[src/rtl/core/p2gh_pkg.sv]
// ----------------------------------------------------------------------------
// p2gh_pkg: shared types and constants of the pixel-to-ground mapping core
// Holds request and result structs, widths and register indexes.
// ----------------------------------------------------------------------------
package p2gh_pkg;

    localparam int PIXEL_BITS = 12;
    localparam int COEF_BITS  = 21;
    localparam int ROW_BITS   = 63;
    localparam int ACC_BITS   = COEF_BITS + PIXEL_BITS + 2;
    localparam int MAG_BITS   = ACC_BITS;
    localparam int NUM_BITS   = MAG_BITS + 8;
    localparam int Q_BITS     = 25;
    localparam int OUT_BITS   = 24;
    localparam int FLOOR_BITS = 34;
    localparam int IDX_BITS   = 3;
    localparam int DATA_BITS  = 63;

    localparam logic [IDX_BITS-1:0] REG_ROW0    = 3'd0;
    localparam logic [IDX_BITS-1:0] REG_ROW1    = 3'd1;
    localparam logic [IDX_BITS-1:0] REG_ROW2    = 3'd2;
    localparam logic [IDX_BITS-1:0] REG_MIN_FWD = 3'd3;
    localparam logic [IDX_BITS-1:0] REG_MAX_FWD = 3'd4;
    localparam logic [IDX_BITS-1:0] REG_W_FLOOR = 3'd5;

    typedef struct packed {
        logic [11:0] pixel_col;
        logic [11:0] pixel_row;
        logic        list_end;
    } t_in_req;

    typedef struct packed {
        logic signed [23:0] ground_x;
        logic signed [23:0] ground_y;
        logic               kept;
        logic               run_end;
    } t_out_res;

    // Per-item travelling state through the divider chain
    typedef struct packed {
        logic                vld;
        logic [NUM_BITS-1:0] rem_x;
        logic [NUM_BITS-1:0] rem_y;
        logic [Q_BITS-1:0]   q_x;
        logic [Q_BITS-1:0]   q_y;
        logic [MAG_BITS-1:0] den;
        logic                neg_x;
        logic                neg_y;
        logic                ok;
        logic                last;
    } t_div_tok;

endpackage

[src/rtl/core/p2gh_div_cell.sv]
// ----------------------------------------------------------------------------
// p2gh_div_cell: one restoring-division step for both quotients
// Registers one quotient bit of x and y per cycle while i_en is high and passes the token on.
// ----------------------------------------------------------------------------
module p2gh_div_cell (
    input  logic                i_clk,
    input  logic                i_rst_n,
    input  logic                i_en,
    input  logic [4:0]          i_bit,
    input  p2gh_pkg::t_div_tok  i_tok,
    output p2gh_pkg::t_div_tok  o_tok
);

    p2gh_pkg::t_div_tok r_tok;
    p2gh_pkg::t_div_tok n_tok;
    logic [p2gh_pkg::NUM_BITS+p2gh_pkg::Q_BITS-1:0] w_dsh;

    always_comb begin
        n_tok = i_tok;
        w_dsh = {{p2gh_pkg::Q_BITS{1'b0}}, {8'd0}, i_tok.den} << i_bit;
        if ({{p2gh_pkg::Q_BITS{1'b0}}, i_tok.rem_x} >= w_dsh) begin
            n_tok.rem_x = i_tok.rem_x - w_dsh[p2gh_pkg::NUM_BITS-1:0];
            n_tok.q_x[i_bit] = 1'b1;
        end
        if ({{p2gh_pkg::Q_BITS{1'b0}}, i_tok.rem_y} >= w_dsh) begin
            n_tok.rem_y = i_tok.rem_y - w_dsh[p2gh_pkg::NUM_BITS-1:0];
            n_tok.q_y[i_bit] = 1'b1;
        end
    end

    always_ff @(posedge i_clk) begin
        if (!i_rst_n) begin
            r_tok.vld <= 1'b0;
        end else if (i_en) begin
            r_tok <= n_tok;
        end
    end

    assign o_tok = r_tok;

endmodule

[config.mk]
export PLATFORM = sky130hd
export DESIGN_NAME = p2gh_div_cell
export DESIGN_NICKNAME = d
export VERILOG_FILES = /design/src/rtl/core/p2gh_pkg.sv /design/src/rtl/core/p2gh_div_cell.sv
export SDC_FILE = /design/constraint.sdc
export NUM_CORES = 1
export LEC_CHECK = 0
export ABC_AREA = 1
export BUFFER_PORTS_ARGS = -buffer_cell sky130_fd_sc_hd__buf_4
export CORE_ASPECT_RATIO = 1.1
export CORE_UTILIZATION = 40
export DETAILED_ROUTE_END_ITERATION = 6
export PLACE_DENSITY = 0.69
export SETUP_SLACK_MARGIN = 0.05
export SLEW_MARGIN = 20
export SYNTH_ARGS = -nofsm -noshare
export SYNTH_HDL_FRONTEND = slang
export SYNTH_SLANG_ARGS = --single-unit
[constraint.sdc]
create_clock -name i_clk -period 4.95 [get_ports i_clk]
set_input_delay 0.99 -clock i_clk [delete_from_list [all_inputs] [get_ports i_clk]]
set_output_delay 0.99 -clock i_clk [all_outputs]
set_load 0.1 [all_outputs]
==> results of run 1 <==
## worst reg2reg max path: cells and delay by family, from the launching register on
family | cells | cell delay, ps
AOI/OAI and AO/OA | 2 | 210
DFF | 1 | 310
## layer usage
layer	vias up	global-route usage, %	wire length, µm
met1	8021	37.3	25500
met2	710	52.7	29800
met4	2	16.4	3070
li1	8488	-	-
met3	107	7.12	4650
met5	-	0	13
## cell families (layout without fill, tap and decap cells)
| family | after synthesis | in the layout | share of synthesized area (%) |
|---|---|---|---|
| and+or+nand+nor | 1295 | 1295 | 34.5 |
| adders and majority gates | 88 | 88 | 7.19 |
| muxes | 4 | 4 | 0.258 |
| buffers and inverters | 330 | 800 | 8.55 |
| xor gates and xnor gates | 77 | 77 | 4.35 |
| AOI/OAI and AO/OA | 314 | 314 | 11.1 |
| DFF | 176 | 176 | 34.0 |
## area by class of cell
type / count / area (µm²)
Clock buffer: 17 / 425
Clock inverter: 15 / 208
Fill cell: 3791 / 17800
Inverter: 257 / 970
Multi-Input combinational cell: 1778 / 8930
Sequential cell: 176 / 5280
Tap cell: 500 / 626
Timing Repair Buffer: 511 / 4000
## report_power, final
part	switching [mW]	internal, mW
combinational	2.18	0.940
sequential	0.0430	1.78
clock	0.747	0.740
total	2.97	3.46
## Yosys cell counts, drive strengths merged
cell,n
nand3,298
nand4,19
a31oi,24
nand2b,1
and3,1
a21oi,111
nor2,232
o21ai,125
clkinv,3
xnor2,23
ha,86
a21o,14
a22oi,1
and2,2
edfxtp,175
nor4,6
inv,254
nand3b,3
nor3,15
o21a,5
o31ai,2
xor2,54
o22ai,7
a211oi,1
mux2i,4
o211ai,3
clkbuf,25
nand2,718
dfxtp,1
buf,48
o21bai,14
fa,2
a21boi,7
## worst paths after layout
| check | endpoint | slack [ps] |
|---|---|---|
| setup reg to reg | o_tok[175]$_SDFFE_PN0P_ | 4330 |
| hold reg to reg | o_tok[175]$_SDFFE_PN0P_ | 550 |
| setup / recovery | o_tok[57]$_DFFE_PP_ | 290 |
| hold / removal | o_tok[175]$_SDFFE_PN0P_ | 550 |
## through the flow
step / hold WS, ps / area (µm²) / TNS, ps / power [mW] / setup WS [ps]
after global routing: 574 / 20400 / 0 / 6.71 / 44.4
final: 547 / 20400 / 0 / 6.43 / 291
after detailed placement: 538 / 19800 / -6070 / 4.93 / -108
after CTS: 548 / 20400 / 0 / 6.41 / 375
after global placement: 524 / 19800 / -4860 / 4.93 / -106
after floorplan: 986 / 15500 / 0 / 3.90 / 516
==> impl_metrics.json, run 1 <==
{
  "finalMaxSlewViolations": 0,
  "vias": 17300,
  "h-tree-depth": 4,
  "drt_iter0_markers": 1459,
  "routedWlPerCell_um": 19.3,
  "reg2reg_from": "o_tok[175]$_SDFFE_PN0P_",
  "ys_ff_latch": 176,
  "worstHoldStart": "o_tok[175]$_SDFFE_PN0P_",
  "clk_latency_ps": 470,
  "ant_nets": 0,
  "rows": 75,
  "yosys-top-cells-area": "edfxtp_1 34%, nand2_1 17%, nand3_1 9.5%, ha_1 6.9%, inv_1 6.1%",
  "cts_buffer_depth": 2,
  "min_period_over_period_pct": 94.1,
  "crit_top_cell": "nand2_1",
  "worst_pin_slew_ps": 936,
  "drt_wl_total_um": 63000,
  "yosysSeqAreaShare_pct": 34.0,
  "ctsResizeCount": 0,
  "syn_area_um2": 15500,
  "syn_nets": 2556,
  "grt_pass1_vias": 16400,
  "path_buf_inv": 4,
  "gp_congestion": 1.02,
  "grt-ovfl-total": 0,
  "path_delay_family": "simple AND/OR/NAND/NOR gates",
  "layout-drive-gt1-share_pct": 20.1,
  "drc": 0,
  "final_cell_mix": "715 x nand2_1, 498 x buf_4, 296 x nand3_1, 252 x inv_1, 230 x nor2_1",
  "avgSynthCellArea_um2": 6.79,
  "hold_viol_final": 0,
  "path_class": "in -> reg",
  "rsz0062_at_grt": "yes",
  "synth_top_cell_by_area": "edfxtp_1",
  "yosysTopAreaCellShare_pct": 33.9,
  "crit_path_start_kind": "input pin",
  "p_leak_nw": 9.78,
  "fp.dieW_um": 190,
  "io_buffer_count": 359,
  "netlist_instances": 2284,
  "holdPathStages": 2,
  "crit_path_start": "i_bit[0]",
  "status": "completed",
  "max_stage_delay_ps": 490,
  "grt_pass1_wl_um": 93200,
  "post-cts-setup-buffers": 0,
  "antenna_cells": 0,
  "hold_path_class": "reg -> reg",
  "grt_max_degree": 93,
  "r2r_cells": 2,
  "dieArea_um2": 39600,
  "root_buffer": "clkbuf_16",
  "crit_required_ps": 5290,
  "dp.cells": 3222,
  "die_h_um": 209,
  "final_cells": 3254,
  "clk_pin_slew_worst_paths_ps": 70,
  "final_common_cell": "nand2_1",
  "cts_tree": "done",
  "cp.depth": 21,
  "maxCapViolCount": 0,
  "ys_warn_count": 0,
  "synth_cell_types": 41,
  "dr.pass1.iters": 6,
  "timing.final.crit_period_ps": 4660,
  "fmaxAchievable_ghz": 0.215,
  "clock_skew_ps": 0,
  "io_pins": 360,
  "nets": 3013,
  "crit_chain": "buf_4 > clkinv_2 > o21ai_0 > o21ai_0 > o21ai_0 > nand2_1 > o31ai_1 > nand2_1 > ha_1 > nand2_1 > nor2_1 > and2_1 > nand4_1 > o31ai_1 > inv_1 > nand2_1 > nand3_1 > nand2_2 > buf_4 > nand3_1 > nand2_1",
  "cp_slowest_cell": "ha_1",
  "initial_utilization_pct": 40.6,
  "dp_hpwl_um": 52600,
  "numCtsBuffers": 17,
  "p_per_area_nw_per_um2": 315,
  "fin_util_pct": 53.5,
  "core_area_um2": 38200,
  "setup_violations": 0,
  "antenna_found_initial": 1,
  "peakVddDrop_mv": 0.280,
  "postCtsHoldBufs": 0,
  "cts_sinks": 176,
  "cp-end-kind": "register",
  "area_growth_syn_to_layout_pct": 31.7,
  "slew_headroom_pct": 37.6,
  "grt_usage_pct": 31.5,
  "viasPerCell": 5.33,
  "cp_data_arrival_time_ps": 5000,
  "largest_reg_flops": 176,
  "critPathMaxFanout": 25
}
Power figures use the tool's default switching activity.
==> run 2, diff against run 1 <==
- CORE_UTILIZATION: 40 -> 51
- PLACE_DENSITY: 0.69 -> 0.83
==> run 2 against run 1 <==
Effect of this change: setup slack worse by 62 ps; hold slack got worse by 4.6 ps; register-to-register slack hardly changed; critical endpoint is now o_tok[101]$_DFFE_PP_; largest cell class unchanged; largest power group unchanged; highest routed layer is now met4.
==> impl_metrics.json, run 2 (synthesized netlist as in run 1, its figures left out) <==
{
  "viasPerCell": 5.72,
  "rows": 66,
  "peakVddDrop_mv": 0.190,
  "drt_iter0_markers": 1941,
  "h-tree-depth": 4,
  "vias": 18100,
  "postCtsHoldBufs": 0,
  "hold_viol_final": 0,
  "rsz0062_at_grt": "no",
  "maxCapViolCount": 0,
  "fp.dieW_um": 168,
  "combPwrFrac_pct": 48.7,
  "grt.busiest_layer": "met2",
  "cts_tree": "done",
  "status": "completed",
  "fmaxAchievable_ghz": 0.212,
  "whs_ps": 543,
  "dpl_worst_slack_ps": -302,
  "routedWlPerCell_um": 20.3,
  "total_power_mw": 6.52,
  "grt_usage_pct": 40.3,
  "worstHoldStart": "o_tok[175]$_SDFFE_PN0P_",
  "ant_nets": 0,
  "r2r_setup_slack_ps": 4330,
  "io_buffer_count": 359,
  "min_period_over_period_pct": 95.4,
  "holdPathStages": 2,
  "crit_required_ps": 5160,
  "grt_pass1_vias": 17200,
  "cp-end-kind": "register",
  "use_met3_pct": 7.69,
  "path_class": "in -> reg",
  "grt_pass1_wl_um": 94600,
  "grt_max_degree": 59,
  "r2r_end": "o_tok[175]$_SDFFE_PN0P_",
  "drt_wl_total_um": 64000,
  "dp_hpwl_um": 52500,
  "pwr-share-clk_pct": 23.3,
  "use_met2_pct": 67.0,
  "setup_violations": 0,
  "cts_sinks": 176,
  "swShare_pct": 47.0,
  "p_int_mw": 3.46,
  "io_pins": 360,
  "initial_utilization_pct": 52.2,
  "final_cells": 3156,
  "clk_pin_slew_worst_paths_ps": 80,
  "clk_latency_ps": 450,
  "grt-ovfl-total": 0,
  "nets": 3041,
  "cts_buffer_depth": 2,
  "worst_pin_slew_ps": 698,
  "hold_end": "o_tok[175]$_SDFFE_PN0P_",
  "final_common_cell": "nand2_1",
  "die_h_um": 185,
  "slew_headroom_pct": 53.5,
  "clock_skew_ps": 0,
  "area_growth_syn_to_layout_pct": 32.2,
  "final_cell_area_um2": 20500,
  "met1_usage_pct": 46.6,
  "power_switching_mw": 3.06,
  "numCtsBuffers": 17,
  "p_leak_nw": 9.90,
  "dieArea_um2": 31100,
  "postPlaceCellArea_um2": 19800,
  "layout-drive-gt1-share_pct": 21.2,
  "hold_path_class": "reg -> reg",
  "timing.final.crit_period_ps": 4720,
  "final_cell_mix": "712 x nand2_1, 526 x buf_4, 296 x nand3_1, 252 x inv_1, 230 x nor2_1",
  "cp_data_arrival_time_ps": 4940,
  "gp_congestion": 1.05,
  "core_area_um2": 29700,
  "seqPwrFrac_pct": 28.0,
  "crit_path_start_kind": "input pin",
  "critPathMaxFanout": 18,
  "p_per_area_nw_per_um2": 318,
  "finalMaxSlewViolations": 0,
  "fill_cells": 2577,
  "r2r_cells": 2,
  "antenna_found_initial": 0,
  "root_buffer": "clkbuf_16",
  "antenna_cells": 0,
  "setup_ws_ps": 229,
  "largest_reg_flops": 176,
  "reg2reg_from": "o_tok[175]$_SDFFE_PN0P_",
  "dp.cells": 3122,
  "drc": 0,
  "dr.pass1.iters": 7
}
==> run 2: changes by cell type in the layout (fill, tap and decap cells not counted), sizes merged <==
cell	before	now
inv	260	262
clkinv	10	9
bufinv	1	0
buf	511	539
==> run 2: area by class of cell <==
type / instances / area (µm²) / share of cell area, %
sequential: 176 / 5280 / 25.7
tap: 374 / 468 / 2.28
inverter: 257 / 970 / 4.73
timing repair buffer: 539 / 4180 / 20.4
multi-input combinational: 1778 / 8980 / 43.8
clock inverter: 15 / 211 / 1.03
clock buffer: 17 / 425 / 2.07
==> run 2: timing repair <==
action	in CTS	in global routing
setup buffers	0	1
setup endpoints to repair	0	124
gates resized for setup	0	37
==> run 2: routing by layer <==
metal / routed length, µm / share of wire [%]
met1: 23800 / 37
met3: 6010 / 9.4
met2: 29200 / 46
met4: 4920 / 7.7
met5: 0 / 0
==> run 2: worst max-delay path by stage <==
stage,startpoint,to,slack (ps)
global route,i_bit[0],o_tok[100]$_DFFE_PP_,30
finish,i_bit[0],o_tok[101]$_DFFE_PP_,230
floorplan,i_bit[2],o_tok[93]$_DFFE_PP_,520
detailed placement,i_bit[0],o_tok[101]$_DFFE_PP_,-300
global placement,i_bit[0],o_tok[128]$_DFFE_PP_,-230
CTS,i_bit[0],o_tok[101]$_DFFE_PP_,170
==> run 2: power groups by stage <==
stage / Combinational, mW / Sequential (mW) / Clock, mW
finish: 3.18 / 1.82 / 1.52
global route: 3.37 / 1.83 / 1.56
CTS: 3.11 / 1.82 / 1.51
detailed placement: 3.09 / 1.85 / 0
global placement: 3.06 / 1.85 / 0
floorplan: 1.26 / 2.65 / 0
==> run 2: per-stage QoR <==
| stage | setup TNS [ps] | utilization [%] |
|---|---|---|
| global route | 0 | 69.0 |
| finish | 0 | 69.0 |
| CTS | 0 | 68.7 |
| detailed placement | -19380 | 66.5 |
| floorplan | 0 | - |
| global placement | -12810 | 66.5 |
==> run 2: worst max-delay path: stages <==
cell and delay [ps]:
buf_4 110, clkinv_2 200, nand2_1 110, nand2_1 70, o21ai_0 210, o21ai_1 130
o21ai_0 460, buf_4 200, nor2_1 30, a31oi_1 420, buf_4 220, ha_1 200
nand2_1 100, inv_1 80, nand2_1 60, inv_1 80, nand4_1 90, o31ai_1 220
inv_1 70, nand2_1 80, nand3_1 80, nand2_2 120, nand2_1 190, buf_6 260
nand2_1 80, nand2_1 60
